--- config.mk ---
export PLATFORM = sky130hd
export DESIGN_NAME = tpi_back
export DESIGN_NICKNAME = d
export VERILOG_FILES = /design/src/sv/tpi_pkg.sv /design/src/sv/tpi_back.sv
export SDC_FILE = /design/constraint.sdc
export NUM_CORES = 1
export LEC_CHECK = 0
export ABC_AREA = 1
export BUFFER_PORTS_ARGS = -buffer_cell sky130_fd_sc_hd__buf_2
export CORE_UTILIZATION = 50
export CTS_CLUSTER_DIAMETER = 80
export DETAILED_ROUTE_END_ITERATION = 8
export PLACE_DENSITY = 0.74
export RECOVER_POWER = 100
export SYNTH_ARGS = -nofsm -noshare
export SYNTH_HDL_FRONTEND = slang
export SYNTH_SLANG_ARGS = --single-unit
--- constraint.sdc ---
create_clock -name clk -period 13.27 [get_ports clk]
set_input_delay 0 -clock clk [delete_from_list [all_inputs] [get_ports clk]]
set_output_delay 0 -clock clk [all_outputs]
set_load 0.01 [all_outputs]
--- src/sv/tpi_pkg.sv ---
// shared types and widths for the three plane intersection core
`timescale 1ns / 1ps

package tpi_pkg;

  localparam int DMAG_W = 48;
  localparam int QUO_W  = 33;
  localparam int DIV_STEPS = QUO_W;

  typedef struct packed {
    logic signed [15:0] normal_a_x;
    logic signed [15:0] normal_a_y;
    logic signed [15:0] normal_a_z;
    logic signed [31:0] offset_a;
    logic signed [15:0] normal_b_x;
    logic signed [15:0] normal_b_y;
    logic signed [15:0] normal_b_z;
    logic signed [31:0] offset_b;
    logic signed [15:0] normal_c_x;
    logic signed [15:0] normal_c_y;
    logic signed [15:0] normal_c_z;
    logic signed [31:0] offset_c;
  } in_t;

  typedef struct packed {
    logic               found;
    logic signed [31:0] point_x;
    logic signed [31:0] point_y;
    logic signed [31:0] point_z;
    logic               saturated;
  } out_t;

  typedef struct packed {
    logic              ovf;
    logic              neg;
    logic [DMAG_W-1:0] rem;
    logic [QUO_W-1:0]  sh;
  } coord_t;

  typedef struct packed {
    logic              found;
    logic [DMAG_W-1:0] dmag;
    coord_t [2:0]      c;
  } div_t;

endpackage

--- src/sv/tpi_back.sv ---
// rounding, saturation and sign, two stages ending in the output register
`timescale 1ns / 1ps

module tpi_back import tpi_pkg::*; (
  input  logic clk,
  input  logic rst,
  input  logic in_valid,
  output logic in_hold,
  input  div_t in_data,
  output logic out_valid,
  input  logic out_hold,
  output out_t out_data
);

  logic        va, vb;
  logic        ena, enb;
  logic        a_found;
  logic        a_ovf [3];
  logic        a_neg [3];
  logic [33:0] a_q [3];
  logic [33:0] limit [3];
  logic        sat [3];
  logic [31:0] mag [3];
  logic [31:0] val [3];
  out_t        res;

  assign enb = !vb || !out_hold;
  assign ena = !va || enb;
  assign in_hold = !ena;
  assign out_valid = vb;

  always_ff @(posedge clk) begin
    if (rst) begin
      va <= 1'b0;
      vb <= 1'b0;
    end else begin
      if (ena) va <= in_valid;
      if (enb) vb <= va;
    end
  end

  // round to nearest, ties away from zero
  always_ff @(posedge clk) begin
    if (ena) begin
      a_found <= in_data.found;
      for (int k = 0; k < 3; k++) begin
        a_ovf[k] <= in_data.c[k].ovf;
        a_neg[k] <= in_data.c[k].neg;
        a_q[k] <= {1'b0, in_data.c[k].sh}
                  + 34'(({in_data.c[k].rem, 1'b0} >= {1'b0, in_data.dmag}));
      end
    end
  end

  always_comb begin
    for (int k = 0; k < 3; k++) begin
      limit[k] = a_neg[k] ? 34'h0_8000_0000 : 34'h0_7FFF_FFFF;
      sat[k] = a_ovf[k] || (a_q[k] > limit[k]);
      mag[k] = sat[k] ? limit[k][31:0] : a_q[k][31:0];
      val[k] = a_neg[k] ? (32'd0 - mag[k]) : mag[k];
    end
    res.found = a_found;
    res.point_x = a_found ? val[0] : '0;
    res.point_y = a_found ? val[1] : '0;
    res.point_z = a_found ? val[2] : '0;
    res.saturated = a_found && (sat[0] || sat[1] || sat[2]);
  end

  always_ff @(posedge clk) begin
    if (enb) begin
      out_data <= res;
    end
  end

endmodule

Word-level counts from Yosys, hierarchy flattened
Memory sizes are Yosys's and may differ from the RTL's.
Index checks and enable logic that the tools add are counted.
{"block": "op_classes", "add_sub_neg": 6, "magnitude_cmp": 6, "muxes": 11, "reduce_logical": 12}
{"op": "2-to-1 mux 32 bit", "n": 9}
{"op": ">= comparator 49 x 48 -> 1 bit", "n": 3}
{"op": "adder 33 x 1 -> 34 bit", "n": 3}
{"op": "greater-than comparator 34 x 32 -> 1 bit", "n": 3}
{"op": "subtractor 1 x 32 -> 32 bit, first input constant", "n": 3}
{"op": "logical OR 1 bit", "n": 7}
{"op": "logical NOT 1 bit", "n": 4}
{"op": "2-to-1 mux 1 bit", "n": 2}
{"op": "logical AND 1 bit", "n": 1}
{"block": "totals", "ff_bits": 101, "mem_bits_rw": 108, "input_bits": 302, "out_inout_bits": 100, "n_memories": 3}
{"memory": "a_q", "depth": 3, "word_bits": 34, "read_ports": 3, "rd_clocked_by_memory_dff": 0, "write_ports": 3, "line_no": "tpi_back.sv:20", "text": "logic [33:0] a_q [3];"}
{"memory": "a_neg", "depth": 3, "word_bits": 1, "read_ports": 3, "rd_clocked_by_memory_dff": 0, "write_ports": 3, "line_no": "tpi_back.sv:19", "text": "logic a_neg [3];"}
{"memory": "a_ovf", "depth": 3, "word_bits": 1, "read_ports": 3, "rd_clocked_by_memory_dff": 0, "write_ports": 3, "line_no": "tpi_back.sv:18", "text": "logic a_ovf [3];"}

Logic depth before layout (Yosys ltp)
Gate-level depths: netlist of run 1.
An unclocked memory read counts as a cell.
{"block": "depth", "ltp_word": 7, "ltp_mapped": 31, "ltp_nobuf": 27}

Worst setup path after synthesis of run 1
Ideal clock, no wire load.
{"block": "synth_timing", "path_type": "reg-to-reg", "start": "register vb (netlist: out_valid)", "end": "register a_found, enable pin", "setup_ns": 0.463, "t_arrival_ns": 5.104, "t_required_ns": 12.807, "setup_slack_ns": 7.703, "path_stages_with_launch": 4, "n_path_buf": 0, "period_less_slack_ns": 5.567, "cell_sequence": "dfxtp_1 nand2_1 nor2_1 inv_1"}
{"block": "synth_between", "elab_chain_cells": 3}
{"element": "from (decl)", "line_no": "tpi_back.sv:15", "text": "logic va, vb;"}
{"element": "from (signal assigned)", "line_no": "tpi_back.sv:38", "text": "if (enb) vb <= va;"}
{"element": "logical NOT 1 bit", "line_no": "tpi_back.sv:27", "text": "assign enb = !vb || !out_hold;"}
{"element": "logical OR 1 bit", "line_no": "tpi_back.sv:27"}
{"element": "net enb", "line_no": "tpi_back.sv:16", "text": "logic ena, enb;"}
{"element": "logical OR 1 bit", "line_no": "tpi_back.sv:28", "text": "assign ena = !va || enb;"}
{"element": "to (signal assigned)", "line_no": "tpi_back.sv:45", "text": "a_found <= in_data.found;"}
{"element": "to (decl)", "line_no": "tpi_back.sv:17", "text": "logic a_found;"}
The timed path passes the listed nets, and every way through them passes these cells.
A chain may end at the register's enable or synchronous reset.

==> flow_metrics.tcl, run 1 <==
set metrics [dict create \
    status "finished, violations left" \
    failed_checks "max-capacitance violations, max-slew violations" \
    drv_slew 605 \
    grt_start_max_net_pins 75 \
    io_buffers 401 \
    synth_compound_area_share_pct 9.17 \
    firstDrtPassIters 6 \
    netlist_area_um2 18500 \
    r2r_end "out_data[55]" \
    reg2reg_depth 21 \
    r2r_slack_ns 4.87 \
    die-area_um2 37700 \
    cts_resized 0 \
    synth_mux_area_share_pct 0 \
    dr_total_vias 18300 \
    synthCells 2304 \
    grt_pass1_vias 17900 \
    finalCritPeriodShare_pct 63.3 \
    crit_path_max_fanout 63 \
    synthXorXnorAreaFrac_pct 3.88 \
    ys_warn_count 0 \
    powerDensity_nw_per_um2 90.9 \
    std_cell_rows 70 \
    path_depth 21 \
    fmax_mhz 119 \
    routed_wl_mm 57.3 \
    die_h_um 194 \
    critPathCaptureType "flip-flop" \
    overflow 0 \
    place_congestion 0.977 \
    grt_pass1_wl_mm 88.8 \
    hold_viol 0 \
    clk_pin_slew_worst_paths_ns 0.06 \
    synth_edf_count 207 \
    pin_count 402 \
    layout.cells.most_common_list "nand2_1, buf_2, nor2_1, ha_1, inv_1" \
    routed_via_density 5.48 \
    design_area_um2 22800 \
    critical_path.top_delay_family "simple AND/OR/NAND/NOR gates" \
    clock_power_share_pct 32.9 \
    grtUsageTotal_pct 29.4 \
    post-place-ws_ns 8.01 \
    core-area_um2 36400 \
    critPathSlowestCell "clkbuf_1" \
    p_seq_share_pct 39.9 \
    setup_violations 0 \
    vdd_ir_drop_max_mv 0.0749 \
    path_cells "clkbuf_1 > inv_1 > ha_1 > nand2_1 > nor2_1 > nand2_1 > nor3_1 > nand4_1 > nand2_1 > nand2_1 > nand2_1 > nand2_1 > inv_1 > ha_1 > o21ai_0 > nor2_4 > nand3_1 > nand2_1 > nand3_1 > o21ai_0 > a21oi_1" \
    p_total_mw 2.07 \
    hp-class "in -> reg" \
    power_switching_uw 656 \
    drive_above_1_share_pct 14.1 \
    area_growth_pct 23.5 \
    seq_area_frac_synth_pct 33.9 \
    post_drt_wl_per_cell_um 17.2 \
    critPathBufInv 3 \
    synth_top_area_share_pct 33.7 \
    cap_violations 10 \
    synth_top_area_cell "edfxtp_1" \
    rsz0062_at_grt "no" \
    crit_type "reg -> reg" \
    tns_ns 0 \
    start_kind "flip-flop" \
    place_area_um2 20800 \
    intPower_mw 1.42 \
    cts.path.max_buffers 3 \
    crit_end "out_data[55]" \
    p_leak_nw 11.2 \
    fill_cells 3284 \
    synthArstFlopShare_pct 0 \
    synth_fa_ha_area_share_pct 16.7 \
    cts.sinks 209 \
    synth_cell_types 62 \
    r2r-start "a_neg[0][1]" \
    required_ns 13.56 \
    fp.dieW_um 194 \
    final_common_cell "nand2_1" \
    post-route-min-period_ns 8.40 \
    cts_buffers 25 \
    antenna_found_initial 8 \
    cp_data_arrival_time_ns 8.68 \
    ant_nets 0 \
    tritoncts "built" \
    crit_start "a_neg[0][1]" \
    worst_path_largest_cell_delay_ns 2.03 \
    utilization_pct 62.6 \
    fin_nets 3396 \
    clk_latency_ns 0.55 \
    initial_core_util_pct 50.7 \
    synth_ff_type "edfxtp_1" \
    cts_max_level 1 \
    place_hpwl_mm 44.2 \
    pwr-share-comb_pct 27.1 \
    path_common_cell "nand2_1" \
    cts_setup_buffers 0 \
    synth.top_cells.by_area "edfxtp_1, ha_1, nand2_1" \
    finClkSkew_ns 0.0288 \
    synthesis.nets 2852 \
    tightest_slew_ns 4.24 \
    syn-mean-instance-area_um2 8.02 \
    initialDrtViolationCount 1086 \
    hold_buffers 161 \
    synth_top_family_by_area "simple AND/OR/NAND/NOR gates" \
    ys_ff_latch 209 \
    yosys.area_share.simple_pct 29.5 \
    switching_share_pct 31.6 \
    worst_slack_ns 4.87 \
    drc 0 \
    clockRootBuffer "clkbuf_16" \
    max_slew_margin_pct -182 \
]
[how the worst min path moves through the flow]
stage | start | endpoint | depth (start not counted)
2_1_floorplan | rst | out_valid | 1
3_3_place_gp | rst | out_valid | 2
3_5_place_dp | rst | out_valid | 2
4_1_cts | in_data[92] | a_q[0][43] | 3
5_1_grt | in_data[92] | a_q[0][43] | 3
6_report | in_data[92] | a_q[0][43] | 3
[flip-flops by register name (all words and copies together) (netlist names)]
register and cells:
out_valid 1, out_data 98, a_q 102, a_neg 3, a_ovf 3, a_found 1
va 1
[tightest hold or removal path: stages]
cell and delay [ns]:
buf_2 0.15, inv_1 0.14, xor2_1 0.08
[metal layers]
layer	vias up	wire length (um)	global-route usage (%)
li1	9049	-	-
met1	8403	22300	33.5
met2	697	28400	53.6
met3	155	3690	4.00
met4	4	2860	15.1
met5	-	23	0
[synthesized netlist by cell type, types with 12 or more instances]
library cell	n
a21oi_1	144
a31oi_1	25
clkbuf_1	20
edfxtp_1	207
ha_1	246
inv_1	245
nand2_1	485
nand2_2	20
nand3_1	201
nand3_2	33
nand4_1	54
nor2_1	250
nor2_2	23
nor3_1	45
o21ai_0	64
o21ai_1	12
xnor2_1	16
xor2_1	64
[area by class of cell]
cell class	instances	area [um^2]	share of cell area [%]
Antenna cell	6	15.0	0.0658
Tap cell	468	586	2.57
Sequential cell	209	6260	27.4
Multi-Input combinational cell	1786	10600	46.7
Clock inverter	16	176	0.773
Inverter	256	962	4.22
Timing Repair Buffer	570	3530	15.5
Clock buffer	28	637	2.79
[metrics by stage]
step	cells	hold slack (ns)
5_1_grt	3338	0.0237
6_report	3339	0.0207
3_5_place_dp	3128	0.178
4_1_cts	3333	0.00695
3_3_place_gp	3128	0.176
2_1_floorplan	2304	0.0691
[cell families after synthesis]
kind of cell    after synthesis
simple gates               1161
buf+inv                     309
compound gates              298
fa+ha+maj                   246
flops                       209
xor+xnor                     81
[power by group through the flow]
| stage | clock (mW) | combinational [mW] | sequential [mW] |
|---|---|---|---|
| detailed placement | 0 | 0.526 | 0.839 |
| CTS | 0.695 | 0.567 | 0.826 |
| floorplan | 0 | 0.324 | 0.848 |
| global route | 0.718 | 0.631 | 0.833 |
| global placement | 0 | 0.510 | 0.839 |
| finish | 0.683 | 0.563 | 0.829 |
No activity file was read; power rests on OpenSTA's default activity.
==> run 2: changes to the inputs <==
Settings changed: ABC_AREA 1 to 0, PLACE_DENSITY 0.74 to 0.78.
Clock period 13.27 ns to 6.75 ns, I/O delays scaled along.
==> run 2 against run 1 <==
  * The flow still finishes with violations (max-capacitance violations, max-slew violations)
  * Flip-flop and latch count is the same
  * Clock skew grew 0.0055 ns
  * Sequential share of layout area grew 0.64 points
  * Critical endpoint is now out_data[63]
  * Largest power group unchanged
==> flow_metrics.tcl, run 2 <==
set metrics [dict create \
    status "finished, violations left" \
    failed_checks "max-capacitance violations, max-slew violations" \
    fin_nets 2915 \
    std_cell_rows 68 \
    yosys.area_share.simple_pct 17.7 \
    pin_count 402 \
    synth_compound_area_share_pct 17.7 \
    cts_max_level 1 \
    hold_viol 0 \
    drc 0 \
    routed_wl_mm 57.6 \
    tns_ns 0 \
    met1_usage_pct 36.8 \
    start_kind "flip-flop" \
    finClkSkew_ns 0.0343 \
    seq_area_frac_synth_pct 35.6 \
    die-area_um2 35900 \
    grt_pass1_wl_mm 90.2 \
    p_leak_nw 9.53 \
    syn-mean-instance-area_um2 9.65 \
    area_growth_pct 26.8 \
    synthTopCellsByCount "ha_1, edfxtp_1, a21oi_1" \
    netlist_area_um2 17600 \
    tightest_slew_ns 4.69 \
    place_congestion 0.944 \
    fmax_mhz 168 \
    grt_pass1_vias 17400 \
    crit_type "reg -> reg" \
    max_slew_margin_pct -213 \
    final_common_cell "buf_2" \
    grt_start_max_net_pins 83 \
    tritoncts "built" \
    overflow 0 \
    cp_data_arrival_time_ns 6.19 \
    synth_top_area_cell "edfxtp_1" \
    grt_busiest_layer "met2" \
    cts.path.max_buffers 3 \
    setup_violations 0 \
    finalCritPeriodShare_pct 88.2 \
    place_hpwl_mm 42.5 \
    cts_buffers 23 \
    synth_fa_ha_area_share_pct 17.5 \
    largest_reg_flops 102 \
    synth.most_common_cell "ha_1" \
    cts.sinks 209 \
    clockRootBuffer "clkbuf_16" \
    synthArstFlopShare_pct 0 \
    synth_edf_count 207 \
    initialDrtViolationCount 1319 \
    fp.dieW_um 190 \
    reg.largest.list "a_q (102), out_data (98)" \
    ys_ff_latch 209 \
    grtUsageTotal_pct 31.5 \
    synthesis.nets 2369 \
    ant_nets 0 \
    antenna_found_initial 13 \
    grt_use_met3_pct 4.84 \
    synth_mux_area_share_pct 3.30 \
    routed_via_density 6.03 \
    vdd_ir_drop_max_mv 0.161 \
    initial_core_util_pct 50.9 \
    clk_latency_ns 0.53 \
    ys_warn_count 0 \
    critPathCaptureType "flip-flop" \
    synth.top_cells.by_area "edfxtp_1, ha_1, a21oi_1" \
    drv_slew 284 \
    die_h_um 190 \
    cts_setup_buffers 0 \
    required_ns 6.99 \
    synthXorXnorAreaFrac_pct 4.98 \
    met2_usage_pct 56.4 \
    synthCells 1821 \
    layout.cells.most_common_list "buf_2, ha_1, edfxtp_1, dlygate4sd3_1, a21oi_1" \
    firstDrtPassIters 6 \
    clk_pin_slew_worst_paths_ns 0.06 \
    cap_violations 6 \
    dr_total_vias 17200 \
    post_drt_wl_per_cell_um 20.2 \
    rsz0062_at_grt "no" \
    synth_ff_type "edfxtp_1" \
    io_buffers 401 \
    powerDensity_nw_per_um2 179 \
    synth_top_area_share_pct 35.4 \
    post-place-ws_ns 0.993 \
    hp-class "in -> reg" \
    synth_cell_types 79 \
    worst_slack_ns 0.800 \
    top_register "a_q" \
    core-area_um2 34500 \
    drive_above_1_share_pct 16.6 \
    post-route-min-period_ns 5.95 \
    crit_path_max_fanout 46 \
    synth_top_family_by_area "simple AND/OR/NAND/NOR gates" \
]
run 2: cell types whose count changed after synthesis, moves of 25 or more:
cell      delta
xor2_1      -36
nor2_1     -134
mux2_2      +28
nand2_1    -338
nand3_1    -145
o21ai_0     +32
a21o_1      +51
nand3_2     -33
inv_1      -169
xnor2_1     +56
mux2i_1     +25
clkbuf_1    +26
run 2: cell type report:
class	count	area [um^2]
sequential	209	6260
multi-input combinational	1475	10700
timing repair buffer	580	3610
clock buffer	29	628
clock inverter	12	193
antenna	10	25.0
fill	2863	12300
tap	455	569
inverter	78	293
run 2: metrics by stage:
| stage | power, mW | std cells | instance area (um^2) | util, % | hold WS, ns |
|---|---|---|---|---|---|
| 2_1_floorplan | 2.18 | 1821 | 17600 | - | 0.0691 |
| 3_3_place_gp | 2.51 | 2637 | 20100 | 58.1 | 0.171 |
| 3_5_place_dp | 2.55 | 2637 | 20100 | 58.1 | 0.174 |
| 4_1_cts | 3.98 | 2838 | 22500 | 65.1 | 0.134 |
| 5_1_grt | 4.16 | 2848 | 22300 | 64.5 | 0.164 |
| 6_report | 3.98 | 2848 | 22300 | 64.5 | 0.144 |
run 2: worst paths after layout:
kind	from	end	slack, ns	cells after the start
max reg2reg	a_neg[0][1]	out_data[63]	0.80	17
max	a_neg[0][1]	out_data[63]	0.80	17
min reg2reg	va	out_valid	0.56	2
min	in_data[163]	a_q[0][34]	0.14	5
run 2: critical path, stage by stage, from the launching register on:
cell,delay (ns)
edfxtp_1,0.40
buf_4,0.30
ha_1,0.38
nor4bb_1,0.43
nand4_1,0.28
nor3_1,0.90
a211o_4,0.23
o211a_1,0.43
nor2_1,0.12
a21oi_1,0.15
ha_1,0.36
nor3b_1,0.35
nand4_1,0.32
o21bai_1,0.35
nor4_1,0.29
o2111ai_1,0.15
o2111ai_1,0.14
a31oi_1,0.06
run 2: what timing repair did:
item	4_1_cts	5_1_grt
resized for setup	0	0
hold buffers	160	0
hold endpoints to repair	111	0
run 2: logic make-up after synthesis:
| kind of cell | Yosys count |
|---|---|
| AO/OA/AOI/OAI | 475 |
| multiplexers | 54 |
| buffers and inverters | 137 |
| XOR/XNOR | 100 |
| flip-flops | 209 |
| AND/OR/NAND/NOR | 600 |
| adder cells (fa/ha/maj) | 246 |
run 2: metal layers:
metal	share of wire (%)	wire [um]
met4	4.4	2520
met1	38	21900
met5	0.049	28
met2	50	28700
met3	7.7	4420
run 2: power by group:
group,leakage [nW],internal (mW),switching (mW)
Combinational,6.88,0.424,0.527
Clock,0.399,0.849,0.519
Sequential,2.26,1.56,0.105
==> run 3: changes to the inputs <==
Settings changed: BUFFER_PORTS_ARGS -buffer_cell sky130_fd_sc_hd__buf_2 to -buffer_cell sky130_fd_sc_hd__buf_4, PLACE_DENSITY 0.78 to 0.75.
Clock period 6.75 ns to 7.7 ns, I/O delays scaled along.
==> run 3 against run 2 <==
  * Sequential share of layout area fell by 0.69 points
  * Critical path type unchanged
  * Hold slack worse by 0.044 ns
  * Worst setup slack gained 0.68 ns
  * Count of clock-buffer cells in the layout fell by 4
  * First-iteration DRC count shrank 5.8%
  * Clock skew fell by 0.0096 ns
  * Non-clock buffer count decreased by 14
  * Wire length barely moved
  * Via count shrank 1.0%
  * Critical path depth unchanged
  * The run still ends with max-capacitance violations, max-slew violations left
  * Critical endpoint unchanged
  * Highest routed layer is now met4
  * Clock power is 20% lower
  * Total power down 14%
==> flow_metrics.tcl, run 3 (synthesis results as in run 2) <==
set metrics [dict create \
    antenna_found_initial 9 \
    r2r-start "a_neg[0][1]" \
    reg2reg_depth 17 \
    initialDrtViolationCount 1243 \
    whs_ns 0.100 \
    clockRootBuffer "clkbuf_16" \
    failed_checks "max-capacitance violations, max-slew violations" \
    post-route-min-period_ns 6.22 \
    fmax_mhz 161 \
    finalCritPeriodShare_pct 80.8 \
    cts_buffers 22 \
    tritoncts "built" \
    grtUsageTotal_pct 31.4 \
    grt_start_max_net_pins 81 \
    r2r_slack_ns 1.48 \
    firstDrtPassIters 5 \
    powerDensity_nw_per_um2 150 \
    start_kind "flip-flop" \
    tns_ns 0 \
    status "finished, violations left" \
    required_ns 7.92 \
    std_cell_rows 68 \
    fp.dieW_um 190 \
    io_buffers 401 \
    ant_nets 0 \
    pin_count 402 \
    clk_latency_ns 0.52 \
    hp-class "in -> reg" \
    r2r_end "out_data[63]" \
    final_common_cell "buf_4" \
    worst_path_largest_cell_delay_ns 0.90 \
    post_drt_wl_per_cell_um 20.3 \
    drive_above_1_share_pct 16.6 \
    p_leak_nw 9.70 \
    dr_total_vias 17000 \
    whs_endpoint "a_q[0][34]" \
    max_slew_margin_pct -184 \
    die-area_um2 35900 \
    drc 0 \
    vdd_ir_drop_max_mv 0.139 \
    clk_pin_slew_worst_paths_ns 0.06 \
    hold_depth 5 \
    grt_pass1_vias 16500 \
    die_h_um 190 \
    top_register "a_q" \
    place_congestion 0.988 \
    area_growth_pct 30.0 \
    hold_viol 0 \
    cts.sinks 209 \
    crit_path_max_fanout 68 \
    critPathCaptureType "flip-flop" \
    cts.path.max_buffers 3 \
    layout.cells.most_common_list "buf_4, ha_1, edfxtp_1, dlygate4sd3_1, a21oi_1" \
    routed_via_density 6.00 \
    crit_type "reg -> reg" \
    reg.largest.list "a_q (102), out_data (98)" \
    overflow 0 \
    grt_pass1_wl_mm 88.5 \
    setup_violations 0 \
    routed_wl_mm 57.6 \
    cts_setup_buffers 0 \
    rsz0062_at_grt "no" \
    largest_reg_flops 102 \
    path_cells "buf_4 > ha_1 > nor4bb_1 > nand4_1 > nor3_1 > a211o_4 > o211a_1 > nor2_1 > a21oi_1 > ha_1 > nor3b_1 > nand4_1 > o21bai_1 > nor4_1 > o2111ai_1 > o2111ai_1 > a31oi_1" \
    worstHoldStart "in_data[163]" \
    fin_nets 2900 \
    place_hpwl_mm 43.3 \
    critPathSlowestCell "nor3_1" \
    cts_max_level 1 \
    initial_core_util_pct 50.9 \
    drv_slew 257 \
    cap_violations 5 \
    finClkSkew_ns 0.0247 \
    cp_data_arrival_time_ns 6.44 \
    core-area_um2 34500 \
    tightest_slew_ns 4.26 \
]
-- run 3: cell count changes in the layout (fill, tap and decap cells not counted), moves of 2 or more --
cell           change
buf_2            -298
bufinv_16          -2
clkbuf_1           -4
clkbuf_4          +10
clkinv_2           +2
clkbuf_8           -3
inv_6              -2
buf_4            +286
dlygate4sd3_1      -9
-- run 3: timing repair --
item / in CTS / in global routing
hold buffers: 151 / 0
gates resized for setup: 0 / 0
hold endpoints to repair: 111 / 0
-- run 3: area by class of cell --
class,instances,area [um^2]
diodes,10,25.0
clock buffers,25,583
clock inverters,14,156
fillers,2897,11700
inverters,78,293
multi-input cells,1475,10700
flip-flops and latches,209,6260
well taps,455,569
repair buffers,566,4240
-- run 3: layer usage --
layer / global-route usage (%) / share of wire [%] / up-vias
li1: - / - / 8100
met1: 36.8 / 38 / 7939
met2: 53.9 / 48 / 799
met3: 5.82 / 8.2 / 165
met4: 17.3 / 5.8 / 0
met5: 0 / 0 / -
-- run 3: through the flow --
step                setup WS, ns  cell area, um^2  util [%]  total power [mW]  instances
floorplan                   2.06            17600         -              1.91       1821
detailed placement          1.63            21000      60.9              2.31       2632
global route               0.749            22800      66.1              3.58       2832
finish                      1.48            22800      66.1              3.43       2832
CTS                         1.61            23300      67.4              3.47       2822
global placement            1.92            21000      60.9              2.28       2632
-- run 3: how the worst max path moves through the flow --
stage	end	from	slack (ns)
floorplan	out_data[31]	a_neg[0][2]	2.06
global placement	out_data[31]	a_neg[0][2]	1.92
detailed placement	out_data[31]	a_neg[0][2]	1.63
CTS	out_data[31]	a_neg[0][2]	1.61
global route	out_data[31]	a_neg[0][2]	0.75
finish	out_data[63]	a_neg[0][1]	1.48
-- run 3: report_power, final --
group          internal (mW)  leakage (nW)  switching (mW)
registers               1.36          2.26          0.0933
logic                  0.408          7.08           0.459
clock network          0.646         0.359           0.457
-- run 3: critical path, delay by kind of cell (launching register included) --
kind	cells	cell delay (ns)
buf+inv	1	0.58
simple gates	7	2.70
flops	1	0.34
compound gates	7	1.66
fa+ha+maj	2	0.60
